[config.mk]
export PLATFORM = sky130hd
export DESIGN_NAME = priority_ip_range_classifier_top
export DESIGN_NICKNAME = d
export VERILOG_FILES = /design/src/rtl/pic_pkg.sv /design/src/rtl/pic_rule_store.sv /design/src/rtl/pic_range_store.sv /design/src/rtl/pic_walker.sv /design/src/rtl/priority_ip_range_classifier_top.sv
export SDC_FILE = /design/constraint.sdc
export NUM_CORES = 2
export LEC_CHECK = 0
export BUFFER_PORTS_ARGS = -buffer_cell sky130_fd_sc_hd__buf_2
export CAP_MARGIN = 20
export CORE_MARGIN = 2
export CORE_UTILIZATION = 60
export CTS_CLUSTER_SIZE = 14
export DETAILED_ROUTE_END_ITERATION = 8
export PLACE_DENSITY_LB_ADDON = 0.2
export SYNTH_ARGS = -nofsm -noshare
export SYNTH_HDL_FRONTEND = slang
export SYNTH_HIERARCHICAL = 1
export SYNTH_MEMORY_MAX_BITS = 65536
export SYNTH_SLANG_ARGS = --single-unit
[constraint.sdc]
create_clock -name clk -period 15.7 [get_ports clk]
set_input_delay 0.785 -clock clk [delete_from_list [all_inputs] [get_ports clk]]
set_output_delay 0.785 -clock clk [all_outputs]
set_load 0.05 [all_outputs]
[src/rtl/pic_pkg.sv]
// ----------------------------------------------------------------------------
// pic_pkg: shared types and codes for the ip range classifier
// operation codes, rule kinds, result word layout and kind decoding
// ----------------------------------------------------------------------------
`default_nettype none

package pic_pkg;

  typedef enum logic [1:0] {
    OP_CLEAR  = 2'd0,
    OP_HEADER = 2'd1,
    OP_RANGE  = 2'd2,
    OP_LOOKUP = 2'd3
  } op_t;

  typedef enum logic [1:0] {
    KIND_NORMAL = 2'd0,
    KIND_WHITE  = 2'd1,
    KIND_BLACK  = 2'd2,
    KIND_OTHER  = 2'd3
  } kind_t;

  localparam logic [1:0] VERDICT_PASS     = 2'd0;
  localparam logic [1:0] VERDICT_REDIRECT = 2'd1;
  localparam logic [1:0] VERDICT_REJECT   = 2'd2;

  localparam logic [1:0] AUTH_UNKNOWN = 2'd0;
  localparam logic [1:0] AUTH_WEB     = 2'd1;
  localparam logic [1:0] AUTH_AUTO    = 2'd2;

  // rule header fields of fixed width
  typedef struct packed {
    logic       enabled;
    kind_t      kind;
    logic [7:0] prio;
  } hdr_t;

  // one result word
  typedef struct packed {
    logic [1:0] verdict;
    logic [1:0] auth_kind;
    logic       hit;
    logic [3:0] hit_slot;
  } res_t;

  localparam res_t RES_NONE = '{
    verdict:   VERDICT_PASS,
    auth_kind: AUTH_UNKNOWN,
    hit:       1'b0,
    hit_slot:  4'd0
  };

  function automatic res_t make_res(input logic hit, input kind_t kind,
                                    input logic [3:0] slot);
    res_t r;
    r = RES_NONE;
    if (hit) begin
      r.hit      = 1'b1;
      r.hit_slot = slot;
      unique case (kind)
        KIND_NORMAL: begin
          r.verdict   = VERDICT_REDIRECT;
          r.auth_kind = AUTH_WEB;
        end
        KIND_WHITE: begin
          r.verdict   = VERDICT_PASS;
          r.auth_kind = AUTH_AUTO;
        end
        KIND_BLACK: begin
          r.verdict   = VERDICT_REJECT;
          r.auth_kind = AUTH_UNKNOWN;
        end
        KIND_OTHER: begin
          r.verdict   = VERDICT_PASS;
          r.auth_kind = AUTH_UNKNOWN;
        end
      endcase
    end
    return r;
  endfunction

endpackage

`default_nettype wire

[src/rtl/pic_rule_store.sv]
// ----------------------------------------------------------------------------
// pic_rule_store: rule header memory with per-slot valid marks
// one write port, one registered read port, valid marks cleared at once
// ----------------------------------------------------------------------------
`default_nettype none

module pic_rule_store #(
  parameter int RULE_SLOTS      = 16,
  parameter int RANGES_PER_RULE = 4,
  localparam int SI_W  = (RULE_SLOTS > 1) ? $clog2(RULE_SLOTS) : 1,
  localparam int CNT_W = $clog2(RANGES_PER_RULE + 1)
) (
  input  wire                   clk,
  input  wire                   rst_n,
  input  wire                   clear_i,
  input  wire                   we_i,
  input  wire  [SI_W-1:0]       wr_slot_i,
  input  pic_pkg::hdr_t         wr_hdr_i,
  input  wire  [CNT_W-1:0]      wr_cnt_i,
  input  wire  [SI_W-1:0]       rd_slot_i,
  output logic                  rd_valid_o,
  output pic_pkg::hdr_t         rd_hdr_o,
  output logic [CNT_W-1:0]      rd_cnt_o
);

  typedef struct packed {
    pic_pkg::hdr_t    hdr;
    logic [CNT_W-1:0] cnt;
  } entry_t;

  logic [RULE_SLOTS-1:0] valid_r;
  entry_t                mem [RULE_SLOTS];
  entry_t                rd_entry_r;
  logic                  rd_valid_r;

  always_ff @(posedge clk) begin
    if (!rst_n) begin
      valid_r <= '0;
    end else if (clear_i) begin
      valid_r <= '0;
    end else if (we_i) begin
      valid_r[wr_slot_i] <= 1'b1;
    end
  end

  always_ff @(posedge clk) begin
    if (we_i) begin
      mem[wr_slot_i] <= '{hdr: wr_hdr_i, cnt: wr_cnt_i};
    end
    rd_entry_r <= mem[rd_slot_i];
    rd_valid_r <= valid_r[rd_slot_i];
  end

  assign rd_valid_o = rd_valid_r;
  assign rd_hdr_o   = rd_entry_r.hdr;
  assign rd_cnt_o   = rd_entry_r.cnt;

endmodule

`default_nettype wire

[src/rtl/pic_range_store.sv]
// ----------------------------------------------------------------------------
// pic_range_store: address range memory, RANGES_PER_RULE rows per rule
// one write port, one registered read port
// ----------------------------------------------------------------------------
`default_nettype none

module pic_range_store #(
  parameter int RULE_SLOTS      = 16,
  parameter int RANGES_PER_RULE = 4,
  localparam int SI_W  = (RULE_SLOTS > 1) ? $clog2(RULE_SLOTS) : 1,
  localparam int RI_W  = (RANGES_PER_RULE > 1) ? $clog2(RANGES_PER_RULE) : 1
) (
  input  wire              clk,
  input  wire              we_i,
  input  wire  [SI_W-1:0]  wr_slot_i,
  input  wire  [RI_W-1:0]  wr_rng_i,
  input  wire  [31:0]      wr_low_i,
  input  wire  [31:0]      wr_high_i,
  input  wire  [SI_W-1:0]  rd_slot_i,
  input  wire  [RI_W-1:0]  rd_rng_i,
  output logic [31:0]      rd_low_o,
  output logic [31:0]      rd_high_o
);

  localparam int DEPTH = RULE_SLOTS * RANGES_PER_RULE;
  localparam int RA_W  = (DEPTH > 1) ? $clog2(DEPTH) : 1;
  localparam logic [RA_W-1:0] ROW_STEP = RA_W'(RANGES_PER_RULE);

  logic [63:0]     mem [DEPTH];
  logic [63:0]     rd_data_r;
  logic [RA_W-1:0] wr_addr;
  logic [RA_W-1:0] rd_addr;

  assign wr_addr = RA_W'(wr_slot_i) * ROW_STEP + RA_W'(wr_rng_i);
  assign rd_addr = RA_W'(rd_slot_i) * ROW_STEP + RA_W'(rd_rng_i);

  always_ff @(posedge clk) begin
    if (we_i) begin
      mem[wr_addr] <= {wr_high_i, wr_low_i};
    end
    rd_data_r <= mem[rd_addr];
  end

  assign rd_low_o  = rd_data_r[31:0];
  assign rd_high_o = rd_data_r[63:32];

endmodule

`default_nettype wire

[src/rtl/pic_walker.sv]
// ----------------------------------------------------------------------------
// pic_walker: lookup sequencer over the rule and range memories
// one range compare per cycle, best match kept by priority
// ----------------------------------------------------------------------------
`default_nettype none

module pic_walker #(
  parameter int RULE_SLOTS      = 16,
  parameter int RANGES_PER_RULE = 4,
  localparam int SI_W  = (RULE_SLOTS > 1) ? $clog2(RULE_SLOTS) : 1,
  localparam int RI_W  = (RANGES_PER_RULE > 1) ? $clog2(RANGES_PER_RULE) : 1,
  localparam int CNT_W = $clog2(RANGES_PER_RULE + 1)
) (
  input  wire                 clk,
  input  wire                 rst_n,
  input  wire                 start_i,
  input  wire                 scan_i,
  input  wire  [31:0]         addr_i,
  input  wire                 hdr_valid_i,
  input  pic_pkg::hdr_t       hdr_i,
  input  wire  [CNT_W-1:0]    hdr_cnt_i,
  input  wire  [31:0]         rng_low_i,
  input  wire  [31:0]         rng_high_i,
  output logic [SI_W-1:0]     rd_slot_o,
  output logic [RI_W-1:0]     rd_rng_o,
  output logic                done_o,
  output pic_pkg::res_t       res_o
);

  logic [SI_W-1:0]   slot_r, slot_nxt;
  logic [RI_W-1:0]   rng_r, rng_nxt;
  logic [31:0]       addr_r;
  logic              found_r;
  logic [SI_W-1:0]   best_slot_r;
  logic [7:0]        best_prio_r;
  pic_pkg::kind_t    best_kind_r;

  logic              rng_live;
  logic              in_rng;
  logic              match;
  logic              more;
  logic              last_slot;

  // entry counts only while the rule could still beat the current best
  assign rng_live  = hdr_valid_i && hdr_i.enabled &&
                     (!found_r || (hdr_i.prio > best_prio_r)) &&
                     (CNT_W'(rng_r) < hdr_cnt_i);
  assign in_rng    = (addr_r >= rng_low_i) && (addr_r <= rng_high_i);
  assign match     = scan_i && rng_live && in_rng;
  assign more      = rng_live && !in_rng &&
                     ((CNT_W'(rng_r) + CNT_W'(1)) < hdr_cnt_i);
  assign last_slot = (slot_r == SI_W'(RULE_SLOTS - 1));
  assign done_o    = scan_i && !more && last_slot;

  always_comb begin
    slot_nxt = slot_r;
    rng_nxt  = rng_r;
    if (start_i) begin
      slot_nxt = '0;
      rng_nxt  = '0;
    end else if (scan_i) begin
      if (more) begin
        rng_nxt = rng_r + RI_W'(1);
      end else begin
        slot_nxt = last_slot ? '0 : slot_r + SI_W'(1);
        rng_nxt  = '0;
      end
    end
  end

  // read address for the next cycle
  assign rd_slot_o = slot_nxt;
  assign rd_rng_o  = rng_nxt;

  always_ff @(posedge clk) begin
    if (!rst_n) begin
      slot_r  <= '0;
      rng_r   <= '0;
      found_r <= 1'b0;
    end else begin
      slot_r <= slot_nxt;
      rng_r  <= rng_nxt;
      if (start_i) begin
        found_r <= 1'b0;
      end else if (match) begin
        found_r <= 1'b1;
      end
    end
  end

  always_ff @(posedge clk) begin
    if (start_i) begin
      addr_r <= addr_i;
    end
    if (match) begin
      best_slot_r <= slot_r;
      best_prio_r <= hdr_i.prio;
      best_kind_r <= hdr_i.kind;
    end
  end

  assign res_o = pic_pkg::make_res(found_r || match,
                                   match ? hdr_i.kind : best_kind_r,
                                   4'(match ? slot_r : best_slot_r));

endmodule

`default_nettype wire

[src/rtl/priority_ip_range_classifier_top.sv]
// ----------------------------------------------------------------------------
// priority_ip_range_classifier_top: ipv4 range rule classifier
// rule table in two memories, lookups walk it one range per cycle
// ----------------------------------------------------------------------------
//
// channel | direction | handshake           | word
// --------+-----------+---------------------+-----------------------------------
// in_     | input     | in_valid / in_ready | operation, slots, range, header,
//         |           |                     | address to look up
// out_    | output    | out_valid/out_ready | verdict, auth_kind, hit, hit_slot
//
// clear, header and range writes answer without a walk (the result word goes
// straight to the output register when that register is free)
// a lookup visits every rule slot in turn and reads a further range of a rule
// only while that rule is still in the race, one range at a time through the
// single read port of the range memory and its compare
// one item is worked on at a time; a finished word waits in a hold register
// while the output register is still occupied, and the next item is taken
// once the hold register has moved on
// reset clears the valid marks of all slots at once; no clearing pass
//
`default_nettype none

module priority_ip_range_classifier_top #(
  parameter int RULE_SLOTS      = 16,
  parameter int RANGES_PER_RULE = 4
) (
  input  wire         clk,
  input  wire         rst_n,
  // input channel
  input  wire         in_valid,
  output logic        in_ready,
  input  wire  [1:0]  in_operation,
  input  wire  [3:0]  in_rule_slot,
  input  wire  [1:0]  in_range_slot,
  input  wire  [31:0] in_range_low,
  input  wire  [31:0] in_range_high,
  input  wire  [1:0]  in_rule_kind,
  input  wire  [7:0]  in_rule_priority,
  input  wire         in_rule_enabled,
  input  wire  [2:0]  in_range_count,
  input  wire  [31:0] in_ipv4_address,
  // result channel
  output logic        out_valid,
  input  wire         out_ready,
  output logic [1:0]  out_verdict,
  output logic [1:0]  out_auth_kind,
  output logic        out_hit,
  output logic [3:0]  out_hit_slot
);

  localparam int SI_W  = (RULE_SLOTS > 1) ? $clog2(RULE_SLOTS) : 1;
  localparam int RI_W  = (RANGES_PER_RULE > 1) ? $clog2(RANGES_PER_RULE) : 1;
  localparam int CNT_W = $clog2(RANGES_PER_RULE + 1);

  typedef enum logic [1:0] {
    ST_IDLE,
    ST_SCAN,
    ST_HOLD
  } state_t;

  state_t          state_r, state_nxt;
  logic            out_valid_r, out_valid_nxt;
  pic_pkg::res_t   out_res_r, out_res_nxt;
  pic_pkg::res_t   hold_res_r, hold_res_nxt;

  logic            accept;
  logic            out_free;
  logic            slot_ok;
  logic            rng_ok;
  logic            clear_we;
  logic            hdr_we;
  logic            rng_we;
  logic            lookup_go;
  logic [CNT_W-1:0] cnt_sat;
  pic_pkg::hdr_t   wr_hdr;

  logic            produce;
  pic_pkg::res_t   prod_res;

  // memory read side and walker
  logic [SI_W-1:0]  rd_slot;
  logic [RI_W-1:0]  rd_rng;
  logic             rd_valid;
  pic_pkg::hdr_t    rd_hdr;
  logic [CNT_W-1:0] rd_cnt;
  logic [31:0]      rd_low;
  logic [31:0]      rd_high;
  logic             walk_done;
  pic_pkg::res_t    walk_res;

  assign in_ready = (state_r == ST_IDLE);
  assign accept   = in_valid && in_ready;
  assign out_free = !out_valid_r || out_ready;

  // out-of-table slots are dropped silently, the item still answers
  assign slot_ok = (32'(in_rule_slot) < RULE_SLOTS);
  assign rng_ok  = (32'(in_range_slot) < RANGES_PER_RULE);

  // range count saturates at the rows a rule owns
  assign cnt_sat = (32'(in_range_count) > RANGES_PER_RULE) ?
                   CNT_W'(RANGES_PER_RULE) : CNT_W'(in_range_count);

  assign wr_hdr = '{enabled: in_rule_enabled,
                    kind:    pic_pkg::kind_t'(in_rule_kind),
                    prio:    in_rule_priority};

  // operation decode
  always_comb begin
    clear_we  = 1'b0;
    hdr_we    = 1'b0;
    rng_we    = 1'b0;
    lookup_go = 1'b0;
    if (accept) begin
      unique case (pic_pkg::op_t'(in_operation))
        pic_pkg::OP_CLEAR:  clear_we  = 1'b1;
        pic_pkg::OP_HEADER: hdr_we    = slot_ok;
        pic_pkg::OP_RANGE:  rng_we    = slot_ok && rng_ok;
        pic_pkg::OP_LOOKUP: lookup_go = 1'b1;
      endcase
    end
  end

  pic_rule_store #(
    .RULE_SLOTS      (RULE_SLOTS),
    .RANGES_PER_RULE (RANGES_PER_RULE)
  ) u_rule_store (
    .clk        (clk),
    .rst_n      (rst_n),
    .clear_i    (clear_we),
    .we_i       (hdr_we),
    .wr_slot_i  (SI_W'(in_rule_slot)),
    .wr_hdr_i   (wr_hdr),
    .wr_cnt_i   (cnt_sat),
    .rd_slot_i  (rd_slot),
    .rd_valid_o (rd_valid),
    .rd_hdr_o   (rd_hdr),
    .rd_cnt_o   (rd_cnt)
  );

  pic_range_store #(
    .RULE_SLOTS      (RULE_SLOTS),
    .RANGES_PER_RULE (RANGES_PER_RULE)
  ) u_range_store (
    .clk       (clk),
    .we_i      (rng_we),
    .wr_slot_i (SI_W'(in_rule_slot)),
    .wr_rng_i  (RI_W'(in_range_slot)),
    .wr_low_i  (in_range_low),
    .wr_high_i (in_range_high),
    .rd_slot_i (rd_slot),
    .rd_rng_i  (rd_rng),
    .rd_low_o  (rd_low),
    .rd_high_o (rd_high)
  );

  // the walker drives the read address; on the accept edge of a lookup it
  // points at slot 0 range 0 so the first entry arrives in the first scan cycle
  pic_walker #(
    .RULE_SLOTS      (RULE_SLOTS),
    .RANGES_PER_RULE (RANGES_PER_RULE)
  ) u_walker (
    .clk         (clk),
    .rst_n       (rst_n),
    .start_i     (lookup_go),
    .scan_i      (state_r == ST_SCAN),
    .addr_i      (in_ipv4_address),
    .hdr_valid_i (rd_valid),
    .hdr_i       (rd_hdr),
    .hdr_cnt_i   (rd_cnt),
    .rng_low_i   (rd_low),
    .rng_high_i  (rd_high),
    .rd_slot_o   (rd_slot),
    .rd_rng_o    (rd_rng),
    .done_o      (walk_done),
    .res_o       (walk_res)
  );

  // control and output register
  always_comb begin
    state_nxt     = state_r;
    out_valid_nxt = out_valid_r && !out_ready;
    out_res_nxt   = out_res_r;
    hold_res_nxt  = hold_res_r;
    produce       = 1'b0;
    prod_res      = pic_pkg::RES_NONE;
    unique case (state_r)
      ST_IDLE: begin
        if (lookup_go) begin
          state_nxt = ST_SCAN;
        end else if (accept) begin
          // writes and clears answer with the all-zero word
          produce = 1'b1;
        end
      end
      ST_SCAN: begin
        if (walk_done) begin
          produce  = 1'b1;
          prod_res = walk_res;
        end
      end
      ST_HOLD: begin
        if (out_free) begin
          out_res_nxt   = hold_res_r;
          out_valid_nxt = 1'b1;
          state_nxt     = ST_IDLE;
        end
      end
      default: state_nxt = ST_IDLE;
    endcase
    if (produce) begin
      if (out_free) begin
        out_res_nxt   = prod_res;
        out_valid_nxt = 1'b1;
        state_nxt     = ST_IDLE;
      end else begin
        hold_res_nxt = prod_res;
        state_nxt    = ST_HOLD;
      end
    end
  end

  always_ff @(posedge clk) begin
    if (!rst_n) begin
      state_r     <= ST_IDLE;
      out_valid_r <= 1'b0;
    end else begin
      state_r     <= state_nxt;
      out_valid_r <= out_valid_nxt;
    end
    out_res_r  <= out_res_nxt;
    hold_res_r <= hold_res_nxt;
  end

  assign out_valid     = out_valid_r;
  assign out_verdict   = out_res_r.verdict;
  assign out_auth_kind = out_res_r.auth_kind;
  assign out_hit       = out_res_r.hit;
  assign out_hit_slot  = out_res_r.hit_slot;

`ifndef NO_ASSERTIONS
  // a word is only parked while the output register is occupied
  a_hold_needs_out: assert property (@(posedge clk) disable iff (!rst_n)
    (state_r == ST_HOLD) |-> out_valid_r)
    else $error("hold state with empty output register");

  // a miss or a non-lookup word carries pass, unknown and slot zero
  a_miss_is_zero: assert property (@(posedge clk) disable iff (!rst_n)
    (out_valid_r && !out_res_r.hit) |->
      (out_res_r.verdict == pic_pkg::VERDICT_PASS) &&
      (out_res_r.auth_kind == pic_pkg::AUTH_UNKNOWN) &&
      (out_res_r.hit_slot == 4'd0))
    else $error("miss word not all zero");

  // a write item with a free output register answers in the next cycle
  a_write_answers: assert property (@(posedge clk) disable iff (!rst_n)
    (accept && !lookup_go && out_free) |=> (out_valid_r && (state_r == ST_IDLE)))
    else $error("write item did not answer at once");

  // a hit always names a rule slot inside the table
  a_hit_slot_range: assert property (@(posedge clk) disable iff (!rst_n)
    (out_valid_r && out_res_r.hit) |-> (32'(out_res_r.hit_slot) < RULE_SLOTS))
    else $error("hit slot outside the table");
`endif

endmodule

`default_nettype wire

==> results.tsv <==
metric	value	unit
Worst-Margin Slew	1.230	ns
Cell Area, Synth	170700	um2
Final setup violation count	0	
Reg clk slew, reported paths	0.06	ns
DR pass1 iterations	6	
pre-CTS setup slack	8.159	ns
first-pass GRT wire length	645500	um
Crit Path Max Fanout	103	
Yosys reg bits	4489	
HPWL Detailed	248000	um
drt wl/cell	38.40	um
Iter 0 DRT Violations	14060	
H-tree levels	5	
reg2reg path depth	17	
Max Root-Sink Buffers	4	
dpl cells	11220	
final antenna-violating net count	0	
Num CTS Buffers	437	
Die Area	288800	um2
area leader, netlist	edfxtp_1	
Post-Syn Area per Cell	22.74	um2
fin. max-slew vios	0	
TritonCTS Sinks	4489	
most frequent cells after synthesis	4369 x edfxtp_1, 1068 x mux4_2, 199 x a22oi_1	
Hold Startpoint	in_ipv4_address[12]	
register area share after synthesis	78.27	%
setup_tns	0	ns
Syn Nets	7707	
Synth top area share	76.86	%
gr ovfl total	0	
clk_lat worst skew	0.98	ns
most common cell in the netlist	edfxtp_1	
number of vias per cell	7.134	
Required @ worst endpoint	16.45	ns
met2 Track Usage GR	50.07	%
DRC violations left	0	
NumNets Final	8153	
Reg-to-Reg Start	u_range_store/rd_data_r[61]	
GRT busiest layer	met2	
kind of critical path	reg -> reg	
R2R Path End	u_range_store/rd_data_r[8]	
Die X	537.4	um
Pwr Total	24.38	mW
core area	282500	um2
number of port buffers	132	
initial core utilization	60.42	%
CP arrival	8.64	ns
TritonCTS clock tree	built	
largest net degree at the start of global routing	127	
Hold Path Depth	1	
Worst Hold End	u_walker/addr_r[12]	
period utilization	50.25	%
Reg2Reg Setup Slack	7.81	ns
Final Critical Period	7.889	ns
Die Ht	537.4	um
top post-synthesis cells by area	edfxtp_1 77%, mux4_2 14%, dfxtp_1 1.4%	
Total Wirelength	463900	um
achievable frequency	126.8	MHz
Global Route Usage Sum	32.33	%
Netlist cell types	68	
Max transition margin	17.98	%
clock root cell	clkbuf_16	
FFs w/ async S/R, synth	0	%
# IOs	133	
count of final hold-check violations	0	
area of placed instances	176800	um2
Area Overhead vs Synth	12.24	%
P per Cell Area	127.2	nW/um2
vias in the first global route	84520	
layout cells sized above 1	26.76	%
setup ws final	7.811	ns
leak pwr	58.70	nW
Hold WC Path Type	in -> reg	
GR Util met1	46.44	%
outcome	complete, no violations	
top_reg_cell synth	edfxtp_1	
Post-synth EDFFs	4369	
Syn Inst Count	7508	
Setup crit end kind	flop	
via count	86170	
Final GP Congestion	0.8898	
Post-CTS Setup Inserts	0	
VDD IR max	0.1133	mV
Synth warnings	6	
RSZ-0062 raised after global routing	false	
initial antenna violation count	52	
design area	191600	um2
critical path launch point type	flop	
total of max-cap violations	0	
Setup Skew	0.05689	ns
final cell count without fillers	12080	
Row Count	195	
met3 Use GR	6.630	%
==> cell usage in the layout (no fill, tap or decap), types with 16 or more instances in the layout <==
cell,Yosys,final
o22ai_1,83,83
buf_4,39,223
or2_2,28,28
o21a_1,20,20
nand3_1,53,53
and3_1,76,75
nand2b_1,20,18
clkbuf_1,157,83
buf_12,0,31
mux4_2,1068,1068
nand4_1,18,18
mux4_1,16,16
a2bb2oi_1,20,20
dfxtp_1,120,120
inv_1,102,102
a211oi_1,65,65
nand2_1,103,100
or3_1,34,34
clkinv_2,0,81
ha_1,77,77
clkinv_1,0,104
clkbuf_8,0,29
mux2i_1,152,152
nor2b_1,41,32
o221ai_1,38,38
a41oi_1,26,26
a31oi_1,18,18
buf_2,173,132
bufinv_16,0,38
nor2_4,1,66
a22o_1,88,88
clkbuf_16,0,442
nor2_1,141,75
a22oi_1,199,199
edfxtp_1,4369,4369
a21oi_1,32,30
==> state kept, by name, summed over array words and instances (netlist names), 2 cells and up <==
| signal | cells |
|---|---|
| u_range_store/mem | 4096 |
| u_rule_store/mem | 224 |
| u_range_store/rd_data_r | 64 |
| u_walker/addr_r | 32 |
| u_rule_store/valid_r | 16 |
| u_rule_store/rd_hdr_o | 11 |
| hold_res_r | 9 |
| u_walker/best_prio_r | 8 |
| out_hit_slot | 4 |
| u_walker/best_slot_r | 4 |
| u_walker/slot_r | 4 |
| u_rule_store/rd_cnt_o | 3 |
| out_auth_kind | 2 |
| out_verdict | 2 |
| state_r | 2 |
| u_walker/best_kind_r | 2 |
| u_walker/rng_r | 2 |
==> worst max-delay path by stage <==
stage	startpoint	end	slack (ns)	cells past startpoint
floorplan	state_r[1]	u_range_store/mem[48][0]	8.85	7
detailed placement	u_range_store/rd_data_r[61]	u_range_store/rd_data_r[8]	8.16	17
global placement	u_range_store/rd_data_r[61]	u_range_store/rd_data_r[21]	7.91	17
global route	u_range_store/rd_data_r[61]	u_range_store/rd_data_r[8]	7.72	17
CTS	u_range_store/rd_data_r[61]	u_range_store/rd_data_r[8]	8.14	17
finish	u_range_store/rd_data_r[61]	u_range_store/rd_data_r[8]	7.81	17
==> power breakdown <==
| part | switching (mW) | total (mW) | internal (mW) |
|---|---|---|---|
| sequential | 0.0376 | 13.2 | 13.2 |
| combinational | 0.573 | 0.829 | 0.256 |
| clock | 4.41 | 10.3 | 5.92 |
| total | 5.02 | 24.4 | 19.4 |
==> critical path, stage by stage, from the launching register on <==
cell and delay [ns]:
dfxtp_1 0.69, inv_1 0.11, ha_1 0.33, nand4_1 0.22, nor4_1 0.81, nor2b_1 0.22, o41a_2 0.22, a211oi_4 0.13
o32ai_1 0.37, nor2b_4 0.53, buf_4 0.68, buf_12 0.54, buf_4 0.77, mux4_2 0.34, mux2i_1 0.19, o22ai_1 0.26
a41oi_1 0.07, a211oi_1 0.90
==> cell families after synthesis <==
| kind of cell | share of synthesized area [%] |
|---|---|
| fa+ha+maj | 0.5644 |
| simple gates | 1.644 |
| mux | 15.28 |
| compound gates | 2.875 |
| buf+inv | 1.368 |
| flops | 78.27 |
==> cell type report <==
| cell class | instances | area, um2 |
|---|---|---|
| Multi-Input combinational cell | 2516 | 35420 |
| Clock inverter | 256 | 2411 |
| Inverter | 102 | 382.9 |
| Clock buffer | 554 | 11770 |
| Fill cell | 17100 | 90940 |
| Tap cell | 3743 | 4683 |
| Antenna cell | 12 | 30.03 |
| Sequential cell | 4489 | 133600 |
| Timing Repair Buffer | 408 | 3299 |
==> metal layers <==
layer / routed length (um) / share of wire (%) / up-vias
li1: - / - / 32950
met1: 165400 / 36 / 45850
met2: 219400 / 47 / 6303
met3: 58760 / 13 / 1063
met4: 20260 / 4.4 / 10
met5: 70 / 0.015 / -
==> per-stage QoR <==
step / utilization [%] / hold WS (ns)
floorplan: - / 0.4082
detailed placement: 62.58 / 0.4234
global route: 67.81 / 0.02245
CTS: 67.65 / 0.002591
finish: 67.81 / 0.05090
global placement: 62.51 / 0.4206
==> repair_timing <==
action	4_1_cts	5_1_grt
hold endpoints to repair	14	0
gates resized for setup	0	0
hold buffers	14	0
endpoints found under the setup margin	0	0
No activity file was read; power rests on OpenSTA's default activity.
